File: config.mk
export PLATFORM = sky130hd
export DESIGN_NAME = postfix_expression_evaluator_flat
export DESIGN_NICKNAME = d
export VERILOG_FILES = /design/src/rtl/pfe_pkg.sv /design/src/rtl/pfe_if.sv /design/src/rtl/postfix_expression_evaluator.sv /design/src/flat_wrapper.sv
export SDC_FILE = /design/constraint.sdc
export NUM_CORES = 2
export LEC_CHECK = 0
export BUFFER_PORTS_ARGS = -buffer_cell sky130_fd_sc_hd__clkbuf_2
export CAP_MARGIN = 20
export CORE_MARGIN = 8
export CORE_UTILIZATION = 51
export DETAILED_ROUTE_END_ITERATION = 12
export PLACE_DENSITY = 0.69
export SLEW_MARGIN = 30
export SYNTH_ARGS = -nofsm -noshare
export SYNTH_HDL_FRONTEND = slang
export SYNTH_SLANG_ARGS = --single-unit
File: constraint.sdc
create_clock -name i_clk -period 8.53 [get_ports i_clk]
set_input_delay 0.853 -clock i_clk [delete_from_list [all_inputs] [get_ports i_clk]]
set_output_delay 0.853 -clock i_clk [all_outputs]
set_load 0.01 [all_outputs]
File: src/rtl/pfe_pkg.sv
// ----------------------------------------------------------------------------
// pfe_pkg: shared definitions for the postfix expression evaluator
// Stack geometry, character codes, status codes, fixed-point limits and the
// microcode program of the control sequencer.
// ----------------------------------------------------------------------------
package pfe_pkg;

    localparam int STACK_DEPTH = 16;
    localparam int ADDR_W      = $clog2(STACK_DEPTH);
    localparam int CNT_W       = $clog2(STACK_DEPTH + 1);

    localparam int SYM_W    = 8;
    localparam int VALUE_W  = 32;
    localparam int STATUS_W = 3;

    localparam logic [SYM_W-1:0] SYM_PLUS  = 8'h2B;
    localparam logic [SYM_W-1:0] SYM_MINUS = 8'h2D;
    localparam logic [SYM_W-1:0] SYM_MUL   = 8'h2A;
    localparam logic [SYM_W-1:0] SYM_DIV   = 8'h2F;
    localparam logic [SYM_W-1:0] SYM_ZERO  = 8'h30;
    localparam logic [SYM_W-1:0] SYM_NINE  = 8'h39;

    localparam logic signed [VALUE_W-1:0] Q_MAX = 32'sh7FFF_FFFF;
    localparam logic signed [VALUE_W-1:0] Q_MIN = 32'sh8000_0000;

    // Number of restoring divider iterations, one quotient bit each.
    localparam int DIV_STEPS = 32;
    localparam logic [4:0] DIV_LAST = 5'(DIV_STEPS - 1);

    typedef enum logic [STATUS_W-1:0] {
        ST_OK    = 3'd0,
        ST_UNDER = 3'd1,
        ST_OVER  = 3'd2,
        ST_DIVZ  = 3'd3,
        ST_SAT   = 3'd4,
        ST_EMPTY = 3'd5
    } t_status;

    typedef enum logic [3:0] {
        S_WAIT, S_CLASS, S_ISOP, S_POPR, S_POPL, S_LOADL, S_ISMUL, S_ADD,
        S_MULP, S_MULF, S_DIVC, S_DIVI, S_DIVF, S_PUSH, S_LAST, S_EMIT
    } t_step;

    typedef enum logic [3:0] {
        ACT_FETCH, ACT_NONE, ACT_POPR, ACT_POPL, ACT_LOADL, ACT_ADDSUB,
        ACT_MULP, ACT_MULF, ACT_DIVCHK, ACT_DIVSTEP, ACT_DIVFIN, ACT_PUSH,
        ACT_RDTOP, ACT_EMIT
    } t_act;

    typedef enum logic [3:0] {
        C_ALWAYS, C_ACCEPT, C_DIGIT, C_OPER, C_DIV, C_MUL, C_DIVSKIP,
        C_DIVLAST, C_LAST, C_OUTFREE
    } t_cond;

    typedef struct packed {
        t_act  act;
        t_cond cond;
        t_step nxt_t;
        t_step nxt_f;
    } t_uop;

    // Control store: one control word per step; the condition selects
    // between the two successors.
    function automatic t_uop pfe_ucode(input t_step step);
        t_uop u;
        unique case (step)
            S_WAIT:  u = '{ACT_FETCH,   C_ACCEPT,  S_CLASS, S_WAIT};
            S_CLASS: u = '{ACT_NONE,    C_DIGIT,   S_PUSH,  S_ISOP};
            S_ISOP:  u = '{ACT_NONE,    C_OPER,    S_POPR,  S_LAST};
            S_POPR:  u = '{ACT_POPR,    C_ALWAYS,  S_POPL,  S_POPL};
            S_POPL:  u = '{ACT_POPL,    C_ALWAYS,  S_LOADL, S_LOADL};
            S_LOADL: u = '{ACT_LOADL,   C_DIV,     S_DIVC,  S_ISMUL};
            S_ISMUL: u = '{ACT_NONE,    C_MUL,     S_MULP,  S_ADD};
            S_ADD:   u = '{ACT_ADDSUB,  C_ALWAYS,  S_PUSH,  S_PUSH};
            S_MULP:  u = '{ACT_MULP,    C_ALWAYS,  S_MULF,  S_MULF};
            S_MULF:  u = '{ACT_MULF,    C_ALWAYS,  S_PUSH,  S_PUSH};
            S_DIVC:  u = '{ACT_DIVCHK,  C_DIVSKIP, S_PUSH,  S_DIVI};
            S_DIVI:  u = '{ACT_DIVSTEP, C_DIVLAST, S_DIVF,  S_DIVI};
            S_DIVF:  u = '{ACT_DIVFIN,  C_ALWAYS,  S_PUSH,  S_PUSH};
            S_PUSH:  u = '{ACT_PUSH,    C_ALWAYS,  S_LAST,  S_LAST};
            S_LAST:  u = '{ACT_RDTOP,   C_LAST,    S_EMIT,  S_WAIT};
            S_EMIT:  u = '{ACT_EMIT,    C_OUTFREE, S_WAIT,  S_EMIT};
            default: u = '{ACT_NONE,    C_ALWAYS,  S_WAIT,  S_WAIT};
        endcase
        return u;
    endfunction

endpackage

File: src/rtl/pfe_if.sv
// ----------------------------------------------------------------------------
// pfe_if: valid/ready channels of the postfix expression evaluator
// pfe_sym_if carries one character item, pfe_res_if one result item.
// ----------------------------------------------------------------------------
interface pfe_sym_if;
    logic                         valid;
    logic                         ready;
    logic [pfe_pkg::SYM_W-1:0]    symbol;
    logic                         is_last;

    modport source (output valid, output symbol, output is_last, input ready);
    modport sink   (input valid, input symbol, input is_last, output ready);
endinterface

interface pfe_res_if;
    logic                                valid;
    logic                                ready;
    logic signed [pfe_pkg::VALUE_W-1:0]  result_value;
    logic [pfe_pkg::STATUS_W-1:0]        status;

    modport source (output valid, output result_value, output status, input ready);
    modport sink   (input valid, input result_value, input status, output ready);
endinterface

File: src/rtl/postfix_expression_evaluator.sv
// ----------------------------------------------------------------------------
// postfix_expression_evaluator: stack evaluator for postfix expressions
// The block takes one ASCII character per item on i_sym. A digit pushes its
// value as signed Q16.16; + - * / pop the right and then the left operand and
// push the result, saturating on overflow; other characters are ignored. On
// the item marked is_last a result item (top of stack and the first error of
// the expression) is placed in the output register and the stack is cleared.
// A microcoded sequencer steps one item through a single datapath, so the
// block takes no new character until it is through with the last one. A
// divide runs the 32-iteration restoring divider, which is skipped when the
// divisor is zero or the quotient overflows; emitting a result waits while
// the output side stalls a previous result. The stack is a 16-entry memory
// with one registered read port.
// ----------------------------------------------------------------------------
module postfix_expression_evaluator (
    input  logic       i_clk,
    input  logic       i_rst_n,
    pfe_sym_if.sink    i_sym,
    pfe_res_if.source  o_res
);
    import pfe_pkg::*;

    t_step r_step, n_step;
    t_uop  w_uop;
    logic  w_cond;

    logic [SYM_W-1:0]          r_sym, n_sym;
    logic                      r_last, n_last;
    logic signed [VALUE_W-1:0] r_res, n_res;
    logic signed [VALUE_W-1:0] r_a, n_a;
    logic signed [VALUE_W-1:0] r_b, n_b;
    logic signed [63:0]        r_prod, n_prod;
    logic [31:0]               r_rem, n_rem;
    logic [31:0]               r_quo, n_quo;
    logic [31:0]               r_dvs, n_dvs;
    logic                      r_neg, n_neg;
    logic [4:0]                r_dcnt, n_dcnt;
    logic                      r_pend, n_pend;
    logic [CNT_W-1:0]          r_cnt, n_cnt;
    t_status                   r_err, n_err;
    logic                      r_out_valid, n_out_valid;
    logic signed [VALUE_W-1:0] r_out_value, n_out_value;
    t_status                   r_out_status, n_out_status;

    logic signed [VALUE_W-1:0] r_stack_mem [STACK_DEPTH];
    logic signed [VALUE_W-1:0] r_mem_q;
    logic                      w_rd_en, w_wr_en;
    logic [ADDR_W-1:0]         w_rd_addr, w_wr_addr;

    logic                      w_accept, w_out_free;
    logic                      w_is_digit, w_is_oper, w_is_mul, w_is_div, w_is_sub;
    logic [SYM_W-1:0]          w_sym_off;
    logic [CNT_W-1:0]          w_cnt_dec;
    logic signed [VALUE_W:0]   w_sum;
    logic [31:0]               w_mag_a, w_mag_b;
    logic                      w_div_zero, w_div_big;
    logic [32:0]               w_div_sh, w_div_diff;
    logic                      w_div_ge;
    logic                      w_mul_fit;

    assign w_uop      = pfe_ucode(r_step);
    assign w_accept   = i_sym.valid && i_sym.ready;
    assign w_out_free = !r_out_valid || o_res.ready;

    assign i_sym.ready        = (w_uop.act == ACT_FETCH);
    assign o_res.valid        = r_out_valid;
    assign o_res.result_value = r_out_value;
    assign o_res.status       = r_out_status;

    // Symbol decode on the latched character.
    assign w_is_digit = (r_sym >= SYM_ZERO) && (r_sym <= SYM_NINE);
    assign w_is_mul   = (r_sym == SYM_MUL);
    assign w_is_div   = (r_sym == SYM_DIV);
    assign w_is_sub   = (r_sym == SYM_MINUS);
    assign w_is_oper  = (r_sym == SYM_PLUS) || w_is_sub || w_is_mul || w_is_div;
    assign w_sym_off  = i_sym.symbol - SYM_ZERO;
    assign w_cnt_dec  = r_cnt - CNT_W'(1);

    assign w_sum = w_is_sub ? ({r_a[31], r_a} - {r_b[31], r_b})
                            : ({r_a[31], r_a} + {r_b[31], r_b});

    assign w_mag_a    = r_a[31] ? (~r_a + 32'd1) : r_a;
    assign w_mag_b    = r_b[31] ? (~r_b + 32'd1) : r_b;
    assign w_div_zero = (r_b == '0);
    // The quotient reaches 2^32 exactly when the integer part of |a| is at
    // least |b|; such a result saturates whatever its sign.
    assign w_div_big  = ({16'h0000, w_mag_a[31:16]} >= w_mag_b);

    assign w_div_sh   = {r_rem, r_quo[31]};
    assign w_div_ge   = (w_div_sh >= {1'b0, r_dvs});
    assign w_div_diff = w_div_sh - {1'b0, r_dvs};

    // The product shifted right by 16 fits when bits 63 to 47 all agree.
    assign w_mul_fit = (&r_prod[63:47]) || !(|r_prod[63:47]);

    // Next step: microcode successor chosen by the selected condition.
    always_comb begin
        unique case (w_uop.cond)
            C_ALWAYS:  w_cond = 1'b1;
            C_ACCEPT:  w_cond = w_accept;
            C_DIGIT:   w_cond = w_is_digit;
            C_OPER:    w_cond = w_is_oper;
            C_DIV:     w_cond = w_is_div;
            C_MUL:     w_cond = w_is_mul;
            C_DIVSKIP: w_cond = w_div_zero || w_div_big;
            C_DIVLAST: w_cond = (r_dcnt == DIV_LAST);
            C_LAST:    w_cond = r_last;
            C_OUTFREE: w_cond = w_out_free;
            default:   w_cond = 1'b1;
        endcase
        n_step = w_cond ? w_uop.nxt_t : w_uop.nxt_f;
    end

    // Datapath control decoded from the current control word.
    always_comb begin
        n_sym        = r_sym;
        n_last       = r_last;
        n_res        = r_res;
        n_a          = r_a;
        n_b          = r_b;
        n_prod       = r_prod;
        n_rem        = r_rem;
        n_quo        = r_quo;
        n_dvs        = r_dvs;
        n_neg        = r_neg;
        n_dcnt       = r_dcnt;
        n_pend       = r_pend;
        n_cnt        = r_cnt;
        n_err        = r_err;
        n_out_valid  = r_out_valid && !o_res.ready;
        n_out_value  = r_out_value;
        n_out_status = r_out_status;
        w_rd_en      = 1'b0;
        w_rd_addr    = w_cnt_dec[ADDR_W-1:0];
        w_wr_en      = 1'b0;
        w_wr_addr    = r_cnt[ADDR_W-1:0];

        unique case (w_uop.act)
            ACT_FETCH: begin
                if (w_accept) begin
                    n_sym  = i_sym.symbol;
                    n_last = i_sym.is_last;
                    n_res  = $signed({12'h000, w_sym_off[3:0], 16'h0000});
                end
            end
            ACT_NONE: begin
            end
            ACT_POPR, ACT_POPL: begin
                if (w_uop.act == ACT_POPL) begin
                    n_b = r_pend ? r_mem_q : '0;
                end
                if (r_cnt == '0) begin
                    n_pend = 1'b0;
                    if (r_err == ST_OK) begin
                        n_err = ST_UNDER;
                    end
                end else begin
                    n_pend  = 1'b1;
                    n_cnt   = w_cnt_dec;
                    w_rd_en = 1'b1;
                end
            end
            ACT_LOADL: begin
                n_a = r_pend ? r_mem_q : '0;
            end
            ACT_ADDSUB: begin
                if (w_sum[32] != w_sum[31]) begin
                    n_res = w_sum[32] ? Q_MIN : Q_MAX;
                    if (r_err == ST_OK) begin
                        n_err = ST_SAT;
                    end
                end else begin
                    n_res = w_sum[31:0];
                end
            end
            ACT_MULP: begin
                n_prod = r_a * r_b;
            end
            ACT_MULF: begin
                // An arithmetic shift right rounds toward minus infinity.
                if (w_mul_fit) begin
                    n_res = r_prod[47:16];
                end else begin
                    n_res = r_prod[63] ? Q_MIN : Q_MAX;
                    if (r_err == ST_OK) begin
                        n_err = ST_SAT;
                    end
                end
            end
            ACT_DIVCHK: begin
                n_rem  = {16'h0000, w_mag_a[31:16]};
                n_quo  = {w_mag_a[15:0], 16'h0000};
                n_dvs  = w_mag_b;
                n_neg  = r_a[31] ^ r_b[31];
                n_dcnt = '0;
                if (w_div_zero) begin
                    n_res = r_a[31] ? Q_MIN : Q_MAX;
                    if (r_err == ST_OK) begin
                        n_err = ST_DIVZ;
                    end
                end else if (w_div_big) begin
                    n_res = (r_a[31] ^ r_b[31]) ? Q_MIN : Q_MAX;
                    if (r_err == ST_OK) begin
                        n_err = ST_SAT;
                    end
                end
            end
            ACT_DIVSTEP: begin
                n_rem  = w_div_ge ? w_div_diff[31:0] : w_div_sh[31:0];
                n_quo  = {r_quo[30:0], w_div_ge};
                n_dcnt = r_dcnt + 5'd1;
            end
            ACT_DIVFIN: begin
                if (r_neg) begin
                    if (r_quo > 32'h8000_0000) begin
                        n_res = Q_MIN;
                        if (r_err == ST_OK) begin
                            n_err = ST_SAT;
                        end
                    end else begin
                        n_res = $signed(~r_quo + 32'd1);
                    end
                end else if (r_quo[31]) begin
                    n_res = Q_MAX;
                    if (r_err == ST_OK) begin
                        n_err = ST_SAT;
                    end
                end else begin
                    n_res = $signed(r_quo);
                end
            end
            ACT_PUSH: begin
                if (r_cnt >= CNT_W'(STACK_DEPTH)) begin
                    if (r_err == ST_OK) begin
                        n_err = ST_OVER;
                    end
                end else begin
                    w_wr_en = 1'b1;
                    n_cnt   = r_cnt + CNT_W'(1);
                end
            end
            ACT_RDTOP: begin
                w_rd_en = r_last && (r_cnt != '0);
            end
            ACT_EMIT: begin
                if (w_out_free) begin
                    n_out_valid = 1'b1;
                    n_out_value = (r_cnt != '0) ? r_mem_q : '0;
                    if (r_err != ST_OK) begin
                        n_out_status = r_err;
                    end else if (r_cnt == '0) begin
                        n_out_status = ST_EMPTY;
                    end else begin
                        n_out_status = ST_OK;
                    end
                    n_cnt = '0;
                    n_err = ST_OK;
                end
            end
            default: begin
            end
        endcase
    end

    // Operand stack: one write port, one registered read port.
    always_ff @(posedge i_clk) begin
        if (w_wr_en) begin
            r_stack_mem[w_wr_addr] <= r_res;
        end
        if (w_rd_en) begin
            r_mem_q <= r_stack_mem[w_rd_addr];
        end
    end

    always_ff @(posedge i_clk) begin
        if (!i_rst_n) begin
            r_step      <= S_WAIT;
            r_cnt       <= '0;
            r_err       <= ST_OK;
            r_out_valid <= 1'b0;
            r_pend      <= 1'b0;
            r_dcnt      <= '0;
        end else begin
            r_step      <= n_step;
            r_cnt       <= n_cnt;
            r_err       <= n_err;
            r_out_valid <= n_out_valid;
            r_pend      <= n_pend;
            r_dcnt      <= n_dcnt;
        end
    end

    always_ff @(posedge i_clk) begin
        r_sym        <= n_sym;
        r_last       <= n_last;
        r_res        <= n_res;
        r_a          <= n_a;
        r_b          <= n_b;
        r_prod       <= n_prod;
        r_rem        <= n_rem;
        r_quo        <= n_quo;
        r_dvs        <= n_dvs;
        r_neg        <= n_neg;
        r_out_value  <= n_out_value;
        r_out_status <= n_out_status;
    end

endmodule
File: src/flat_wrapper.sv
// flat-port wrapper written by rule: the top's interface ports become plain ports
module postfix_expression_evaluator_flat import pfe_pkg::*;
  (i_clk, i_rst_n, i_sym_valid, i_sym_symbol, i_sym_is_last, i_sym_ready, o_res_valid, o_res_result_value, o_res_status, o_res_ready);
  pfe_sym_if i_sym_i ();
  pfe_res_if o_res_i ();
  input  logic i_clk;
  input  logic i_rst_n;
  input wire logic [$bits(i_sym_i.valid)-1:0] i_sym_valid;
  input wire logic [$bits(i_sym_i.symbol)-1:0] i_sym_symbol;
  input wire logic [$bits(i_sym_i.is_last)-1:0] i_sym_is_last;
  output wire logic [$bits(i_sym_i.ready)-1:0] i_sym_ready;
  output wire logic [$bits(o_res_i.valid)-1:0] o_res_valid;
  output wire logic [$bits(o_res_i.result_value)-1:0] o_res_result_value;
  output wire logic [$bits(o_res_i.status)-1:0] o_res_status;
  input wire logic [$bits(o_res_i.ready)-1:0] o_res_ready;
  assign i_sym_i.valid = i_sym_valid;
  assign i_sym_i.symbol = i_sym_symbol;
  assign i_sym_i.is_last = i_sym_is_last;
  assign i_sym_ready = i_sym_i.ready;
  assign o_res_valid = o_res_i.valid;
  assign o_res_result_value = o_res_i.result_value;
  assign o_res_status = o_res_i.status;
  assign o_res_i.ready = o_res_ready;
  postfix_expression_evaluator u_core (.i_clk(i_clk), .i_rst_n(i_rst_n), .i_sym(i_sym_i), .o_res(o_res_i));
endmodule
; Word level (Yosys, flattened, before mapping)
; Memory sizes are Yosys's and may differ from the RTL's. A register that Yosys moved wholly into a read port is not among the register bits.
; Cells that the tools add are included.
[totals]
register_bits = 316
ram_bits = 512
mem_bits_ro = 256
inputBits = 13
out_inout_bits = 37
mem_count = 2
[memory_table]
columns = name, depth, width, rd, rd_clocked_by_memory_dff, wr, line_no
row1 = u_core.r_stack_mem, 16, 32, 1, 1, 1, postfix_expression_evaluator.sv:45  ; logic signed [VALUE_W-1:0] r_stack_mem [STACK_DEPTH];
row2 = (no name shown), 16, 16, 1, 1, 0, pfe_pkg.sv:66  ; unique case (step)
[op_classes]
n_addsub = 10
mul = 1
order_cmp = 6
n_eq_ne = 41
mux = 53
bitwise_logic = 4
reduce_logical = 32
[op_table]
columns = operator, count
row1 = $mux 32, 15
row2 = $pmux 32 s5, 1
row3 = $pmux 32 s2, 2
row4 = $add 32x1->32 const B, 3
row5 = $not 32->32, 3
row6 = $mul 32x32->64, 1
row7 = $mux 3, 16
row8 = $add 32x32->33, 1
row9 = $ge 33x32->1, 1
row10 = $mux 33, 1
row11 = $sub 32x32->33, 1
row12 = $eq 4x3->1 const B, 8
row13 = $eq 4x4->1 const B, 8
row14 = $eq 8x6->1 const B, 4
row15 = $ge 16x32->1, 1
row16 = $gt 32x32->1 const B, 1
row17 = $logic_not 32->1, 1
row18 = $sub 32x32->32, 1
row19 = $mux 31, 1
row20 = $pmux 3 s7, 1
row21 = $reduce_and 17->1, 1
row22 = $reduce_or 17->1, 1
row23 = $eq 4x2->1 const B, 4
row24 = $mux 5, 3
row25 = 35 further kinds, 67

; Logic depth before layout (Yosys ltp)
[logic_depth]
ltp_word = 8
ltp_mapped = 31

; Worst setup path after synthesis
; Ideal clock, no wire load.
[synth_path]
kind = register to register
from = register u_core.r_a[31]
to = register u_core.r_prod[62], data pin
setup_time_ps = 263
arrival_time_ps = 8329
t_required_ps = 8267
setup_slack_ps = -62
path_stages_with_launch = 29
path_buffers = 5
synth_period_minus_slack_ps = 8592
path_cell_list = edfxtp_1 clkbuf_1 clkbuf_1 clkbuf_1 clkbuf_1 nand2_1 inv_1 fa_1 fa_1 fa_1 fa_1 inv_1 fa_1 inv_1 fa_1 inv_1 fa_1 inv_1 fa_1 ha_1 clkbuf_1 a21o_1 a21o_1 a21oi_1 nand2_1 o21ai_0 o21bai_1 a311oi_1 xnor2_1
[synth_via]
elab_chain_len = 1
[synth_lines]
columns = item, line_no
row1 = from (decl), postfix_expression_evaluator.sv:30  ; logic signed [VALUE_W-1:0] r_a, n_a;
row2 = from (signal assigned), postfix_expression_evaluator.sv:297  ; r_a <= n_a;
row3 = $mul 32x32->64, postfix_expression_evaluator.sv:177  ; n_prod = r_a * r_b;
row4 = to (signal assigned), postfix_expression_evaluator.sv:299  ; r_prod <= n_prod;
row5 = to (decl), postfix_expression_evaluator.sv:32  ; logic signed [63:0] r_prod, n_prod;
; Every way passes these cells.
; A chain may end at the register's enable or synchronous reset.

; Worst setup path after layout
[layout_path]
from = register u_core.r_b[19]
to = register u_core.r_prod[59], data pin
[layout_via]
elab_chain_len = 1
[layout_lines]
columns = item, line_no
row1 = from (decl), postfix_expression_evaluator.sv:31  ; logic signed [VALUE_W-1:0] r_b, n_b;
row2 = from (signal assigned), postfix_expression_evaluator.sv:298  ; r_b <= n_b;
row3 = $mul 32x32->64, postfix_expression_evaluator.sv:177
; Every way passes these cells.

==> flow_summary.json <==
{
  "status": "complete, no violations",
  "synth_warnings": 0,
  "max_cap_viol_count": 0,
  "cts_buffers": 87,
  "synth.top_cells.by_count": "fa_1 (1083), inv_1 (1066), edfxtp_1 (829), nand2_1 (668), and2_1 (536)",
  "syn_area_per_cell_um2": 11.4,
  "grt_overflow": 0,
  "synth_nets": 8024,
  "async_flop_share_pct": 0,
  "h-tree-depth": 3,
  "insertion_delay_ns": 0.71,
  "synth_top_area_cell": "edfxtp_1",
  "hold_class": "input port to register",
  "yosys_most_used_dff": "edfxtp_1",
  "rsz0062_at_grt": "false",
  "cp_max_fo": 15,
  "track_usage_pct": 28.0,
  "ys_seq_area_share_pct": 33.6,
  "crit_type": "register to register",
  "setup_violations": 0,
  "initial_core_util_pct": 51.3,
  "routabilityCongestion": 0.956,
  "die-area_um2": 161000,
  "crit_path_start_kind": "register",
  "setup_ws_ns": 0.210,
  "std_cell_rows": 141,
  "layout-drive-gt1-share_pct": 9.70,
  "yosysMostFrequentCell": "fa_1",
  "ant_nets": 0,
  "grt_pass1_wl_um": 343000,
  "fin_crit_sh_pct": 97.5,
  "cts_hold_buf": 0,
  "clk_path_buf_depth": 3,
  "ios": 50,
  "finalSetupTns_ns": 0,
  "finClkSkew_ns": 0.0444,
  "dpl_worst_slack_ns": 0.254,
  "synthTopCellsByArea": "edfxtp_1 (33%), fa_1 (29%), inv_1 (5.3%), mux4_2 (4.7%), ha_1 (4.7%)",
  "synth-edff-count": 829,
  "hpwl_um": 164000,
  "dpl_cell_area_um2": 79300,
  "dr.first_iter.drc_count": 5533,
  "finalHoldViolCount": 0,
  "dp_cells": 8448,
  "min_period_ns": 8.32,
  "viasPerCell": 5.99,
  "cts_sinks": 860,
  "antenna_found_initial": 10,
  "routed_wl_um": 225000,
  "fmax_mhz": 120,
  "fin_cells": 8616,
  "grt_pass1_vias": 54600,
  "ys_types": 89,
  "grt_max_degree": 63,
  "core_area_um2": 148000,
  "die_y_um": 402,
  "io_buffers": 49,
  "netlist.area_leader.share_pct": 32.8,
  "wl_per_cell_um": 26.1,
  "nets": 7998,
  "cts_tree": "done",
  "fin_area_um2": 82300,
  "slew_headroom_pct": 31.8,
  "max_slew.worst_pin.slew_ns": 1.01,
  "finalMaxSlewViolations": 0,
  "endpoint_kind": "register",
  "die_w_um": 402,
  "arrival_ns": 8.78,
  "drc": 0,
  "area_growth_pct": 8.43,
  "num_vias": 51600,
  "cts-root-buf": "clkbuf_16",
  "synth_seq_cells": 860,
  "first_pass_iters": 6,
  "syn_area_um2": 75900,
  "clk_pin_slew_ns": 0.06,
  "synth_cells": 6645,
  "worstPathRequired_ns": 8.99
}
path summary, 6_finish.rpt:
path	from	endpoint	slack (ns)	depth (start not counted)
setup / recovery	u_core.r_b[19]$_DFFE_PP_	u_core.r_prod[59]$_DFFE_PN_	0.21	24
hold / removal	i_sym_symbol[7]	u_core.r_sym[7]$_DFFE_PP_	0.34	1
hold reg to reg	u_core.r_dcnt[4]$_SDFFE_PN0P_	u_core.r_dcnt[4]$_SDFFE_PN0P_	0.47	2
setup reg to reg	u_core.r_b[19]$_DFFE_PP_	u_core.r_prod[59]$_DFFE_PN_	0.21	24
timing repair:
item / CTS / global route
setup buffers: 0 / 11
setup endpoints to repair: 0 / 6
gates resized for setup: 0 / 5
per-layer routing:
layer | part of all wire [%] | global-route usage (%) | wire length [µm] | vias to the layer above
li1 | - | - | - | 21700
met1 | 38 | 37.1 | 86500 | 26400
met5 | 0.0093 | 0 | 21 | -
met2 | 46 | 44.0 | 103000 | 2881
met3 | 11 | 7.46 | 24700 | 615
met4 | 5.0 | 11.6 | 11300 | 4
final cells by class:
| cell class | instances | area, µm² |
|---|---|---|
| repair buffers | 276 | 2340 |
| flip-flops and latches | 860 | 25500 |
| well taps | 1930 | 2410 |
| clock inverters | 46 | 611 |
| multi-input cells | 4327 | 45100 |
| fillers | 12200 | 65500 |
| clock buffers | 106 | 2270 |
| inverters | 1067 | 4010 |
| diodes | 4 | 10.0 |
critical path, cell delays in order (launching register included):
cell      delay (ns)
edfxtp_1        0.98
buf_4           0.28
nand2_1         0.07
fa_1            0.47
fa_1            0.65
inv_1           0.09
fa_1            0.49
fa_1            0.46
fa_1            0.60
fa_1            0.49
fa_1            0.55
fa_1            0.43
ha_1            0.40
and3_1          0.26
nand3_1         0.12
nor2_1          0.15
and3_1          0.17
a32oi_1         0.10
buf_4           0.21
a31oi_1         0.29
o21ai_0         0.20
o21bai_1        0.23
buf_4           0.16
a21oi_1         0.08
xnor2_1         0.14
registers in the layout, summed over array words and instances (netlist names), 8 cells and up:
register,flops
u_core.r_dvs,32
u_core.w_uop,16
u_core.o_res.result_value,32
u_core.r_a,32
u_core.r_stack_mem,512
u_core.r_res,32
u_core.r_mem_q,32
u_core.r_prod,48
u_core.r_sym,8
u_core.r_rem,32
u_core.r_quo,32
u_core.r_b,32
stage by stage:
| stage | utilization (%) | hold WS (ns) |
|---|---|---|
| 4_1_cts | 55.6 | 0.311 |
| 5_1_grt | 55.7 | 0.316 |
| 3_5_place_dp | 53.6 | 0.463 |
| 6_report | 55.7 | 0.343 |
| 2_1_floorplan | - | 0.436 |
| 3_3_place_gp | 53.6 | 0.442 |
logic make-up after synthesis:
logic type | Yosys count | synth area share [%]
AOI/OAI and AO/OA | 744 | 6.34
xor gates and xnor gates | 198 | 2.28
adders and majority gates | 1366 | 33.2
buffers and inverters | 1458 | 7.25
DFF | 860 | 33.6
muxes | 179 | 5.03
and+or+nand+nor | 1840 | 12.3
layout by cell type, fill, tap and decap left out, types with 27 or more instances in the layout:
cell type | synthesis | routed
fa_1 | 1083 | 1081
o211ai_1 | 30 | 30
and2_1 | 536 | 535
clkbuf_16 | 0 | 88
o21a_1 | 40 | 40
edfxtp_1 | 829 | 829
nand4_1 | 32 | 32
dfxtp_1 | 31 | 30
and3_1 | 37 | 37
buf_4 | 0 | 195
xnor2_1 | 125 | 123
nor2_1 | 216 | 201
nor2b_1 | 63 | 63
nand3_1 | 66 | 66
buf_12 | 0 | 28
ha_1 | 283 | 282
xor2_1 | 73 | 73
a21oi_1 | 165 | 162
mux4_2 | 160 | 160
nor3_1 | 63 | 58
inv_1 | 1066 | 1063
nand2b_1 | 35 | 35
a21o_1 | 50 | 49
a31oi_1 | 41 | 40
a211oi_1 | 28 | 27
o2111ai_1 | 35 | 35
o21ai_0 | 190 | 189
nand2_1 | 668 | 667
clkbuf_2 | 0 | 49
Power is not shown: default switching activity piles up to over one toggle a cycle in this logic, so the estimate is an artifact.
